`src/rtl/core/u8dec_pkg.sv`:
```
`timescale 1ns / 1ps
// Package for the UTF-8 to UCS-2 stream decoder: shared types, constants and helpers.
// No dependencies. Used by every module of the decoder.
package u8dec_pkg;

  // Width of the per-string character counter.
  localparam int COUNT_BITS = 16;
  localparam int CMP_W      = (COUNT_BITS > 16) ? COUNT_BITS : 16;

  // Depth of the queue between the front and the back.
  localparam int FIFO_DEPTH = 2;
  localparam int PTR_W      = (FIFO_DEPTH > 1) ? $clog2(FIFO_DEPTH) : 1;
  localparam int CNT_W      = $clog2(FIFO_DEPTH + 1);

  // Continuation bytes still expected.
  localparam logic [1:0] PEND_NONE = 2'd0;
  localparam logic [1:0] PEND_ONE  = 2'd1;
  localparam logic [1:0] PEND_TWO  = 2'd2;

  localparam logic [7:0] CONT_MARK  = 8'h80;
  localparam logic [7:0] LEAD2_MIN  = 8'hC2;
  localparam logic [7:0] LEAD3_MIN  = 8'hE0;
  localparam logic [7:0] LEAD_E0    = 8'hE0;
  localparam logic [7:0] LEAD4_MIN  = 8'hF0;
  localparam logic [7:0] E0_CONT_MIN = 8'hA0;
  localparam logic [7:0] CONT_LIMIT = 8'h40;

  // Classified byte as it travels through the queue.
  typedef struct packed {
    logic [7:0] data;
    logic       last;
    logic       is_zero;
    logic       is_ascii;
    logic       lead2;
    logic       lead3;
    logic       is_e0;
    logic       is_cont;
    logic       ge_a0;
  } byte_info_t;

  // Clamp a counter value to the 16-bit count field.
  function automatic logic [15:0] sat16(input logic [COUNT_BITS-1:0] cnt);
    logic [CMP_W-1:0] ext;
    ext = CMP_W'(cnt);
    if (ext > CMP_W'(16'hFFFF)) begin
      return 16'hFFFF;
    end
    return ext[15:0];
  endfunction

endpackage

```
`src/rtl/core/u8dec_front.sv`:
```
`timescale 1ns / 1ps
// Front end of the decoder: accepts bytes and classifies them for the back end.
// Depends on u8dec_pkg.
module u8dec_front import u8dec_pkg::*; (
  input  logic       in_valid_i,
  output logic       in_stall_o,
  input  logic [7:0] in_byte_i,
  input  logic       in_last_i,
  input  logic       q_full_i,
  output logic       q_push_o,
  output byte_info_t q_data_o
);

  logic [7:0] cont_bits;

  assign cont_bits  = in_byte_i ^ CONT_MARK;
  assign in_stall_o = q_full_i;
  assign q_push_o   = in_valid_i && !q_full_i;

  always_comb begin
    q_data_o          = '0;
    q_data_o.data     = in_byte_i;
    q_data_o.last     = in_last_i;
    q_data_o.is_zero  = (in_byte_i == 8'h00);
    q_data_o.is_ascii = (in_byte_i < CONT_MARK);
    q_data_o.lead2    = (in_byte_i >= LEAD2_MIN) && (in_byte_i < LEAD3_MIN);
    q_data_o.lead3    = (in_byte_i >= LEAD3_MIN) && (in_byte_i < LEAD4_MIN);
    q_data_o.is_e0    = (in_byte_i == LEAD_E0);
    q_data_o.is_cont  = (cont_bits < CONT_LIMIT);
    q_data_o.ge_a0    = (in_byte_i >= E0_CONT_MIN);
  end

endmodule

```
`src/rtl/core/u8dec_fifo.sv`:
```
`timescale 1ns / 1ps
// Short queue of classified bytes between the front and the back end.
// Depends on u8dec_pkg.
module u8dec_fifo import u8dec_pkg::*; (
  input  logic       clk_i,
  input  logic       rst_ni,
  input  logic       push_i,
  input  byte_info_t push_data_i,
  output logic       full_o,
  input  logic       pop_i,
  output logic       empty_o,
  output byte_info_t pop_data_o
);

  byte_info_t             mem_q [FIFO_DEPTH];
  logic [PTR_W-1:0]       wr_q, wr_d, rd_q, rd_d;
  logic [CNT_W-1:0]       cnt_q, cnt_d;
  logic                   do_push, do_pop;

  assign full_o     = (cnt_q == CNT_W'(FIFO_DEPTH));
  assign empty_o    = (cnt_q == '0);
  assign do_push    = push_i && !full_o;
  assign do_pop     = pop_i && !empty_o;
  assign pop_data_o = mem_q[rd_q];

  always_comb begin
    wr_d  = wr_q;
    rd_d  = rd_q;
    cnt_d = cnt_q;
    if (do_push) begin
      wr_d = (wr_q == PTR_W'(FIFO_DEPTH - 1)) ? '0 : wr_q + PTR_W'(1);
    end
    if (do_pop) begin
      rd_d = (rd_q == PTR_W'(FIFO_DEPTH - 1)) ? '0 : rd_q + PTR_W'(1);
    end
    if (do_push && !do_pop) begin
      cnt_d = cnt_q + CNT_W'(1);
    end else if (do_pop && !do_push) begin
      cnt_d = cnt_q - CNT_W'(1);
    end
  end

  always_ff @(posedge clk_i or negedge rst_ni) begin
    if (!rst_ni) begin
      wr_q  <= '0;
      rd_q  <= '0;
      cnt_q <= '0;
    end else begin
      wr_q  <= wr_d;
      rd_q  <= rd_d;
      cnt_q <= cnt_d;
    end
  end

  always_ff @(posedge clk_i) begin
    if (do_push) begin
      mem_q[wr_q] <= push_data_i;
    end
  end

endmodule

```
`src/rtl/core/u8dec_back.sv`:
```
`timescale 1ns / 1ps
// Back end of the decoder: string state, character assembly, limit and result register.
// Depends on u8dec_pkg.
module u8dec_back import u8dec_pkg::*; (
  input  logic        clk_i,
  input  logic        rst_ni,
  input  logic        char_limit_we_i,
  input  logic [15:0] char_limit_i,
  input  logic        q_empty_i,
  input  byte_info_t  q_data_i,
  output logic        q_pop_o,
  output logic        out_valid_o,
  input  logic        out_stall_i,
  output logic [15:0] code_unit_o,
  output logic        is_error_o,
  output logic        has_char_o,
  output logic        end_of_string_o,
  output logic [15:0] char_count_o
);

  logic [15:0]           limit_q;
  logic [1:0]            pend_q, pend_d;
  logic [9:0]            part_q, part_d;
  logic                  e0_q, e0_d;
  logic                  disc_q, disc_d;
  logic [COUNT_BITS-1:0] cnt_q, cnt_d;

  logic                  valid_q, valid_d;
  logic [15:0]           code_q, code_d;
  logic                  err_q, err_d;
  logic                  has_q, has_d;
  logic                  eos_q, eos_d;
  logic [15:0]           ccnt_q, ccnt_d;

  logic                  out_free;
  logic                  res_valid;
  logic [5:0]            cbits;
  logic [COUNT_BITS-1:0] cnt_inc;
  logic [CMP_W-1:0]      cnt_inc_ext, limit_ext;
  logic                  closes;

  assign out_free    = !valid_q || !out_stall_i;
  assign q_pop_o     = !q_empty_i && out_free;
  assign cbits       = q_data_i.data[5:0];
  assign cnt_inc     = (cnt_q == '1) ? cnt_q : cnt_q + COUNT_BITS'(1);
  assign cnt_inc_ext = CMP_W'(cnt_inc);
  assign limit_ext   = CMP_W'(limit_q);
  assign closes      = q_data_i.last || ((limit_q != '0) && (cnt_inc_ext >= limit_ext));

  always_comb begin
    pend_d    = pend_q;
    part_d    = part_q;
    e0_d      = e0_q;
    disc_d    = disc_q;
    cnt_d     = cnt_q;
    res_valid = 1'b0;
    code_d    = '0;
    err_d     = 1'b0;
    has_d     = 1'b0;
    eos_d     = 1'b0;
    ccnt_d    = sat16(cnt_q);

    if (disc_q) begin
      if (q_data_i.last || q_data_i.is_zero) begin
        disc_d = 1'b0;
        cnt_d  = '0;
      end
    end else if ((pend_q == PEND_NONE) && q_data_i.is_zero) begin
      // Bare end of string.
      res_valid = 1'b1;
      eos_d     = 1'b1;
      cnt_d     = '0;
    end else if (((pend_q == PEND_NONE) && q_data_i.is_ascii) ||
                 ((pend_q == PEND_ONE) && q_data_i.is_cont)) begin
      // A character completes.
      res_valid = 1'b1;
      has_d     = 1'b1;
      eos_d     = closes;
      ccnt_d    = sat16(cnt_inc);
      code_d    = (pend_q == PEND_NONE) ? {8'h00, q_data_i.data} : {part_q, cbits};
      pend_d    = PEND_NONE;
      part_d    = '0;
      e0_d      = 1'b0;
      if (q_data_i.last) begin
        cnt_d = '0;
      end else begin
        cnt_d  = cnt_inc;
        disc_d = closes;
      end
    end else if (((pend_q == PEND_NONE) && (q_data_i.lead2 || q_data_i.lead3) &&
                  !q_data_i.last) ||
                 ((pend_q == PEND_TWO) && q_data_i.is_cont && !q_data_i.last &&
                  !(e0_q && !q_data_i.ge_a0))) begin
      // Sequence continues without a result.
      if (pend_q == PEND_TWO) begin
        pend_d = PEND_ONE;
        part_d = {part_q[3:0], cbits};
        e0_d   = 1'b0;
      end else if (q_data_i.lead2) begin
        pend_d = PEND_ONE;
        part_d = {5'b0, q_data_i.data[4:0]};
        e0_d   = 1'b0;
      end else begin
        pend_d = PEND_TWO;
        part_d = {6'b0, q_data_i.data[3:0]};
        e0_d   = q_data_i.is_e0;
      end
    end else begin
      // Invalid lead, bad continuation, overlong form or truncation.
      res_valid = 1'b1;
      err_d     = 1'b1;
      eos_d     = 1'b1;
      pend_d    = PEND_NONE;
      part_d    = '0;
      e0_d      = 1'b0;
      if (q_data_i.last) begin
        cnt_d = '0;
      end else begin
        disc_d = 1'b1;
      end
    end
  end

  always_comb begin
    valid_d = valid_q;
    if (out_free) begin
      valid_d = q_pop_o && res_valid;
    end
  end

  always_ff @(posedge clk_i or negedge rst_ni) begin
    if (!rst_ni) begin
      limit_q <= '0;
      pend_q  <= PEND_NONE;
      part_q  <= '0;
      e0_q    <= 1'b0;
      disc_q  <= 1'b0;
      cnt_q   <= '0;
      valid_q <= 1'b0;
    end else begin
      if (char_limit_we_i) begin
        limit_q <= char_limit_i;
      end
      if (q_pop_o) begin
        pend_q <= pend_d;
        part_q <= part_d;
        e0_q   <= e0_d;
        disc_q <= disc_d;
        cnt_q  <= cnt_d;
      end
      valid_q <= valid_d;
    end
  end

  always_ff @(posedge clk_i) begin
    if (q_pop_o && res_valid) begin
      code_q <= code_d;
      err_q  <= err_d;
      has_q  <= has_d;
      eos_q  <= eos_d;
      ccnt_q <= ccnt_d;
    end
  end

  assign out_valid_o     = valid_q;
  assign code_unit_o     = code_q;
  assign is_error_o      = err_q;
  assign has_char_o      = has_q;
  assign end_of_string_o = eos_q;
  assign char_count_o    = ccnt_q;

  // While dropping bytes no multi-byte sequence may be open.
  a_disc_no_pend: assert property (@(posedge clk_i) disable iff (!rst_ni)
    disc_q |-> (pend_q == PEND_NONE))
    else $error("discarding with a sequence still open");

  // The E0 flag only lives while the second byte of a three-byte form is awaited.
  a_e0_pend: assert property (@(posedge clk_i) disable iff (!rst_ni)
    e0_q |-> (pend_q == PEND_TWO))
    else $error("E0 flag set outside the first continuation");

  // An error result never carries a character and always closes the string.
  a_err_shape: assert property (@(posedge clk_i) disable iff (!rst_ni)
    (valid_q && err_q) |-> (!has_q && eos_q && (code_q == 16'h0000)))
    else $error("malformed error result");

  // A result that stalls downstream blocks any further pop from the queue.
  a_no_pop_stalled: assert property (@(posedge clk_i) disable iff (!rst_ni)
    (valid_q && out_stall_i) |-> !q_pop_o)
    else $error("queue popped while result register is held");

endmodule

```
`src/rtl/core/utf8_to_ucs2_stream_decoder.sv`:
```
`timescale 1ns / 1ps
// UTF-8 to UCS-2 stream decoder, one byte in per cycle unless the input is stalled. Each
// byte is classified on entry and parked in a two-entry queue; the back end pops one byte per
// cycle unless the result register is held, updates the string state and loads at most one
// transaction into the result register as it pops the byte. The sustained rate is one byte
// per clock while the result side does not stall. A stall on the result side fills the
// queue within two bytes, after which the input is stalled. No clearing pass is needed
// after reset. The user must write the character limit only while the block is idle;
// the block itself does not enforce this.
// Depends on u8dec_pkg, u8dec_front, u8dec_fifo and u8dec_back.
module utf8_to_ucs2_stream_decoder import u8dec_pkg::*; (
  input  logic        clk_i,
  input  logic        rst_ni,
  input  logic        char_limit_we_i,
  input  logic [15:0] char_limit_i,
  input  logic        in_valid_i,
  output logic        in_stall_o,
  input  logic [7:0]  in_byte_i,
  input  logic        in_last_i,
  output logic        out_valid_o,
  input  logic        out_stall_i,
  output logic [15:0] code_unit_o,
  output logic        is_error_o,
  output logic        has_char_o,
  output logic        end_of_string_o,
  output logic [15:0] char_count_o
);

  logic       q_full, q_empty, q_push, q_pop;
  byte_info_t q_in, q_out;

  u8dec_front u_front (
    .in_valid_i (in_valid_i),
    .in_stall_o (in_stall_o),
    .in_byte_i  (in_byte_i),
    .in_last_i  (in_last_i),
    .q_full_i   (q_full),
    .q_push_o   (q_push),
    .q_data_o   (q_in)
  );

  u8dec_fifo u_fifo (
    .clk_i       (clk_i),
    .rst_ni      (rst_ni),
    .push_i      (q_push),
    .push_data_i (q_in),
    .full_o      (q_full),
    .pop_i       (q_pop),
    .empty_o     (q_empty),
    .pop_data_o  (q_out)
  );

  u8dec_back u_back (
    .clk_i           (clk_i),
    .rst_ni          (rst_ni),
    .char_limit_we_i (char_limit_we_i),
    .char_limit_i    (char_limit_i),
    .q_empty_i       (q_empty),
    .q_data_i        (q_out),
    .q_pop_o         (q_pop),
    .out_valid_o     (out_valid_o),
    .out_stall_i     (out_stall_i),
    .code_unit_o     (code_unit_o),
    .is_error_o      (is_error_o),
    .has_char_o      (has_char_o),
    .end_of_string_o (end_of_string_o),
    .char_count_o    (char_count_o)
  );

endmodule

```
`config.mk`:
```
export PLATFORM = sky130hd
export DESIGN_NAME = utf8_to_ucs2_stream_decoder
export DESIGN_NICKNAME = d
export VERILOG_FILES = /design/src/rtl/core/u8dec_pkg.sv /design/src/rtl/core/u8dec_front.sv /design/src/rtl/core/u8dec_fifo.sv /design/src/rtl/core/u8dec_back.sv /design/src/rtl/core/utf8_to_ucs2_stream_decoder.sv
export SDC_FILE = /design/constraint.sdc
export NUM_CORES = 1
export LEC_CHECK = 0
export BUFFER_PORTS_ARGS = -buffer_cell sky130_fd_sc_hd__buf_2
export CELL_PAD_IN_SITES_DETAIL_PLACEMENT = 0
export CELL_PAD_IN_SITES_GLOBAL_PLACEMENT = 1
export CORE_MARGIN = 2
export CORE_UTILIZATION = 53
export CTS_BUF_LIST = sky130_fd_sc_hd__clkbuf_4 sky130_fd_sc_hd__clkbuf_8
export CTS_CLUSTER_DIAMETER = 50
export DETAILED_ROUTE_END_ITERATION = 8
export PLACE_DENSITY_LB_ADDON = 0.08
export SLEW_MARGIN = 20
export SYNTH_ARGS = -nofsm -noshare
export SYNTH_HDL_FRONTEND = slang
export SYNTH_HIERARCHICAL = 1
export SYNTH_SLANG_ARGS = --single-unit
```
`constraint.sdc`:
```
create_clock -name clk_i -period 7.6 [get_ports clk_i]
set_input_delay 2.28 -clock clk_i [delete_from_list [all_inputs] [get_ports clk_i]]
set_output_delay 2.28 -clock clk_i [all_outputs]
set_load 0.01 [all_outputs]
```
---- After elaboration in Yosys (flattened, before gate mapping) ----
Memory sizes are Yosys's and may differ from the RTL's.
Index checks and enable logic that the tools add are counted.
W data, S select, Z words.
operators by class
  add/sub/neg operators ................... 5
  eq/ne operators ......................... 7
  $lt $le $gt $ge ......................... 10
  multiplexer cells ....................... 53
  reductions and logical operators ........ 46
  bitwise logic cells ..................... 4
operators with widths
  cell                     count
  $mux W16                 15
  $gt A16 B16 Y1 const B   2
  $mux W10                 3
  $mux W1                  27
  $ge A8 B8 Y1 const B     3
  $lt A8 B8 Y1 const B     3
  $logic_and A1 B1 Y1      19
  $add A16 B1 Y16 const B  1
  $eq A16 B16 Y1 const B   1
  $ge A16 B16 Y1           1
  $reduce_bool A16 Y1      1
  $mux W2                  6
  $logic_not A1 Y1         9
  $eq A8 B8 Y1 const B     1
  $logic_not A8 Y1         1
  $lt A8 B7 Y1 const B     1
  $mux W8                  1
  $logic_or A1 B1 Y1       6
  $reduce_or A3 Y1         2
  $mux W5                  1
  $eq A2 B2 Y1 const B     2
  $logic_not A2 Y1         2
  $ne A4 B1 Y1 const B     1
  $not A1 Y1               4
  other kinds (11)         12
storage, ports and cells
  word-level logic and storage cells ...... 142
  register bits after elaboration ......... 86
  input port bits ......................... 30
  output and inout bits ................... 37
  memory bits (writable) .................. 32
  memories kept ........................... 1
memory list
  memory        words  bits a word  rd ports  clocked after memory_dff  wr ports  line              RTL
  u_fifo.mem_q  2      16           1         0                         1         u8dec_fifo.sv:15  byte_info_t mem_q [FIFO_DEPTH];

---- Logic depth before layout (Yosys ltp) ----
  depth after elaboration ................. 11
  gate-level depth with buffers ........... 12
  depth with buffers taken out ............ 11

---- By module ----
Netlist, hierarchy kept.
by module, submodules not included
  module       area each (µm²)  cells each  instances  seq. area each (µm²)
  u8dec_back   4349.2           416         1          2227.1
  u8dec_fifo   1402.6           69          1          1061.0
  u8dec_front  167.7            23          1          0.0

---- Least setup slack after synthesis ----
Ideal clock, no wire load.
  path type ............................... input -> register
  start point ............................. input port out_stall_i
  end point ............................... register u_back.ccnt_q[0] (netlist: u_back/char_count_o[0]), enable pin
  library setup time ...................... 395 ps
  arrival ................................. 3430 ps
  data required time ...................... 7205 ps
  setup slack ............................. 3775 ps
  stages .................................. 2
  path buffers ............................ 0
  cells stage by stage .................... a211oi_1 o21a_1
on the way
  longest elaborated chain between the ends .. 4
RTL lines
  what                  line                               RTL
  from (decl)           utf8_to_ucs2_stream_decoder.sv:21  input logic out_stall_i,
  $logic_not A1 Y1      u8dec_back.sv:42                   assign out_free = !valid_q || !out_stall_i;
  $logic_or A1 B1 Y1    u8dec_back.sv:42
  $logic_and A1 B1 Y1   u8dec_back.sv:43                   assign q_pop_o = !q_empty_i && out_free;
  $logic_and A1 B1 Y1   u8dec_back.sv:156                  if (q_pop_o && res_valid) begin
  to (signal assigned)  u8dec_back.sv:161                  ccnt_q <= ccnt_d;
  to (decl)             u8dec_back.sv:33                   logic [15:0] ccnt_q, ccnt_d;
Every way passes these cells.
A chain may end at the register's enable or synchronous reset.

---- Worst setup path after layout ----
  start point ............................. input port out_stall_i
  end point ............................... register u_back.cnt_q[4]
on the way
  longest elaborated chain between the ends .. 4
RTL lines
  what                         line               RTL
  $logic_not A1 Y1             u8dec_back.sv:42
  $logic_or A1 B1 Y1           u8dec_back.sv:42
  $logic_and A1 B1 Y1          u8dec_back.sv:43
  $reduce_and A4 Y1 (no line)  --
  to (signal assigned)         u8dec_back.sv:149  cnt_q <= cnt_d;
  to (decl)                    u8dec_back.sv:26   logic [COUNT_BITS-1:0] cnt_q, cnt_d;
Every way passes these cells.

==> impl_metrics.tcl <==
set metrics [dict create \
    status "complete, no violations" \
    start_util 0.5437 \
    max_cap_violations 0 \
    power_density_nw_per_um2 358.4 \
    relSlewSlack 0.3473 \
    path_clk_slew_ns 0.07 \
    grt_pass1_vias 3908 \
    routedWlPerCell_um 16.91 \
    required_ns 7.95 \
    drt_wl_total_um 12130 \
    slew_violations 0 \
    dr.pass1.iters 4 \
    cts_setup_buffers 0 \
    start_kind "input port" \
    fillers 889 \
    worst_slew_pin_slew_ns 0.9759 \
    rsz0062_at_grt "no" \
    leakagePower_nw 2.887 \
    num_vias 3947 \
    critPathMaxFanout 26 \
    drtIter0Drc 213 \
    clockBufferDepth 2 \
    insertedDiodeCount 0 \
    holdBufCountCts 0 \
    portBuffers 66 \
    synth_fp_nets 556 \
    ys_warn_count 6 \
    fin_setup_tns_ns 0 \
    ioPinCount 67 \
    finalHoldViolCount 0 \
    synth.avg_cell_area_um2 11.65 \
    crit_buf_inv 1 \
    fin_skew_ns 0.01176 \
    fin_crit_ns 4.191 \
    die_area_um2 12030 \
    rows 38 \
    fmax_ghz 0.2386 \
    antenna_found_initial 0 \
    grt-ovfl-total 0 \
    synth_edf_count 67 \
    viasPerCell 5.505 \
    cts_num_sinks 118 \
    dp_hpwl_um 8403 \
    clock_tree.root_cell "clkbuf_8" \
    worstPathArrival_ns 4.55 \
    yosysSeqAreaShare 0.5555 \
    die_y_um 109.7 \
    grt_max_degree 52 \
    post-route-util 0.6139 \
    crit_chain "buf_2, a211oi_1, nand2_1, nor3_4, a41oi_1, a31oi_1" \
    async_flop_share 0.4322 \
    end_kind "flip-flop" \
    fp.dieW_um 109.7 \
    nets 612 \
    reg2reg_slack_ns 3.96 \
    globalplace.congestion 0.8078 \
    grt_pass1_wl_um 19490 \
    synth-seq-cells 118 \
    postRouteAntennaNets 0 \
    h-tree-depth 4 \
    setup_viol 0 \
    cts_buffers 17 \
    clk_latency_ns 0.44 \
    core-area_um2 10890 \
    drive_above_1_share 0.2392 \
    critPathSlowestCell "nor3_4" \
    gr-usage-all-layers 0.2192 \
    cts_tree "built" \
    synthCells 508 \
    cts_resized 0 \
    netlist_area_um2 5919 \
    crit_family "simple AND/OR/NAND/NOR gates" \
    drcViolationCount 0 \
    crit_type "in -> reg" \
    fin_crit_sh 0.5515 \
    area_growth_pct 12.91 \
    synth_cell_types 64 \
    holdCritPathClass "reg -> reg" \
    slowest_delay_ns 0.90 \
    synth-main-ff-cell "edfxtp_1" \
    peakVddDrop_uv 266.3 \
]
-- cell families (layout without fill, tap and decap cells) --
| family | count (synthesis) | in the layout | share of synthesized area |
|---|---|---|---|
| AOI/OAI and AO/OA | 105 | 105 | 0.1122 |
| muxes | 27 | 27 | 0.05623 |
| adders and majority gates | 18 | 18 | 0.03805 |
| DFF | 118 | 118 | 0.5555 |
| xor gates and xnor gates | 25 | 25 | 0.03699 |
| buffers and inverters | 59 | 128 | 0.05326 |
| and+or+nand+nor | 156 | 156 | 0.1477 |
-- routing by layer --
layer,routed length (µm),track usage
met2,6421,0.3862
met1,5108,0.2576
met4,114,0.06239
met5,0,0
met3,483,0.06817
-- layout by cell type (no fill, tap or decap), types with 3 or more instances in the layout --
master     netlist  layout
a31oi_1         10      10
a21o_1           5       5
mux2i_1          4       4
o21ai_1          3       3
a22o_1           7       7
ha_1            18      18
a21oi_1         19      19
nor2_1          19      19
bufinv_16        0       4
nor4_1           5       5
xor2_1           8       8
nand4_1          4       4
o21a_1           5       5
mux2_4           9       9
nor3_1           5       5
inv_1           27      27
o21ai_0         34      34
mux2_2          14      14
buf_4           13       3
nand2b_1         4       4
clkbuf_8         0      19
and3_1          13      13
buf_2            5      66
o31ai_1          3       3
edfxtp_1        67      67
dfrtp_1         51      51
nor3_4           3       3
xnor2_1         17      17
nand3_1         10      10
nand2_1         62      62
and2_1          11      11
o211ai_1         3       3
and4_1           3       3
-- where the power goes --
group	leakage [nW]	switching, mW	total, mW	internal, mW
Combinational	1.35	0.467	0.744	0.277
Sequential	1.32	0.106	1.01	0.907
Clock	0.220	0.260	0.638	0.378
-- per-stage QoR --
step / instance area [µm²] / instances / power, mW / hold WS [ns] / setup WS, ns
floorplan: 5919 / 508 / 1.549 / 0.4402 / 3.775
global placement: 6233 / 685 / 1.748 / 0.4583 / 3.092
detailed placement: 6233 / 685 / 1.772 / 0.4644 / 2.981
CTS: 6678 / 717 / 2.415 / 0.4809 / 3.427
global route: 6684 / 717 / 2.543 / 0.4960 / 3.240
finish: 6684 / 717 / 2.395 / 0.4770 / 3.409
-- registers in the layout, indices dropped and copies added (netlist names) --
signal and cells:
u_back/char_count_o 16, u_back/cnt_q 16, u_back/code_unit_o 16, u_back/disc_q 1, u_back/e0_q 1, u_back/end_of_string_o 1
u_back/has_char_o 1, u_back/is_error_o 1, u_back/limit_ext 16, u_back/out_valid_o 1, u_back/part_q 10, u_back/pend_q 2
u_fifo/cnt_q 2, u_fifo/mem_q 32, u_fifo/rd_q 1, u_fifo/wr_q 1
-- synth_stat cells (all sizes together) (9+ instances only) --
cell type,number,share of area
o21ai,37,0.031
and2,11,0.012
inv,27,0.017
buf,23,0.030
clkbuf,9,0.0057
xnor2,17,0.025
nand3,10,0.0085
nand2,63,0.040
and3,13,0.014
edfxtp,67,0.34
a21oi,19,0.016
mux2,23,0.049
nor2,20,0.013
dfrtp,51,0.22
a31oi,10,0.011
nor3,9,0.014
ha,18,0.038
-- final cells by class --
| cell class | count | area [µm²] | share of cell area |
|---|---|---|---|
| flip-flops and latches | 118 | 3288 | 0.4920 |
| multi-input cells | 331 | 2322 | 0.3474 |
| repair buffers | 69 | 352.8 | 0.05279 |
| clock buffers | 20 | 269.0 | 0.04025 |
| clock inverters | 12 | 175.2 | 0.02621 |
| well taps | 140 | 175.2 | 0.02621 |
| inverters | 27 | 101.3 | 0.01516 |
-- path summary, 6_finish.rpt --
kind | start | endpoint | cells after the start
max | out_stall_i | u_back/cnt_q[4]$_DFFE_PN0P_ | 6
min | u_back/part_q[7]$_DFFE_PN0P_ | u_back/part_q[7]$_DFFE_PN0P_ | 2
max reg2reg | u_back/cnt_q[0]$_DFFE_PN0P_ | u_back/disc_q$_DFFE_PN0P_ | 11
min reg2reg | u_back/part_q[7]$_DFFE_PN0P_ | u_back/part_q[7]$_DFFE_PN0P_ | 2
max in group asynchronous | rst_ni | u_back/part_q[3]$_DFFE_PN0P_ | 2
min in group asynchronous | rst_ni | u_back/limit_ext[8]$_DFFE_PN0P_ | 2
-- worst reg2reg max path, stage by stage, from the launching register on --
cell and delay, ns:
dfrtp_1 0.46, ha_1 0.24, nand2_1 0.17, nor3_2 0.39
nand2_1 0.45, o21ai_0 0.38, ha_1 0.21, and4_1 0.26
nand4_1 0.10, o311ai_0 0.47, o21ai_0 0.20, a211oi_1 0.22
Note: power is estimated with default switching activity, not from simulation.
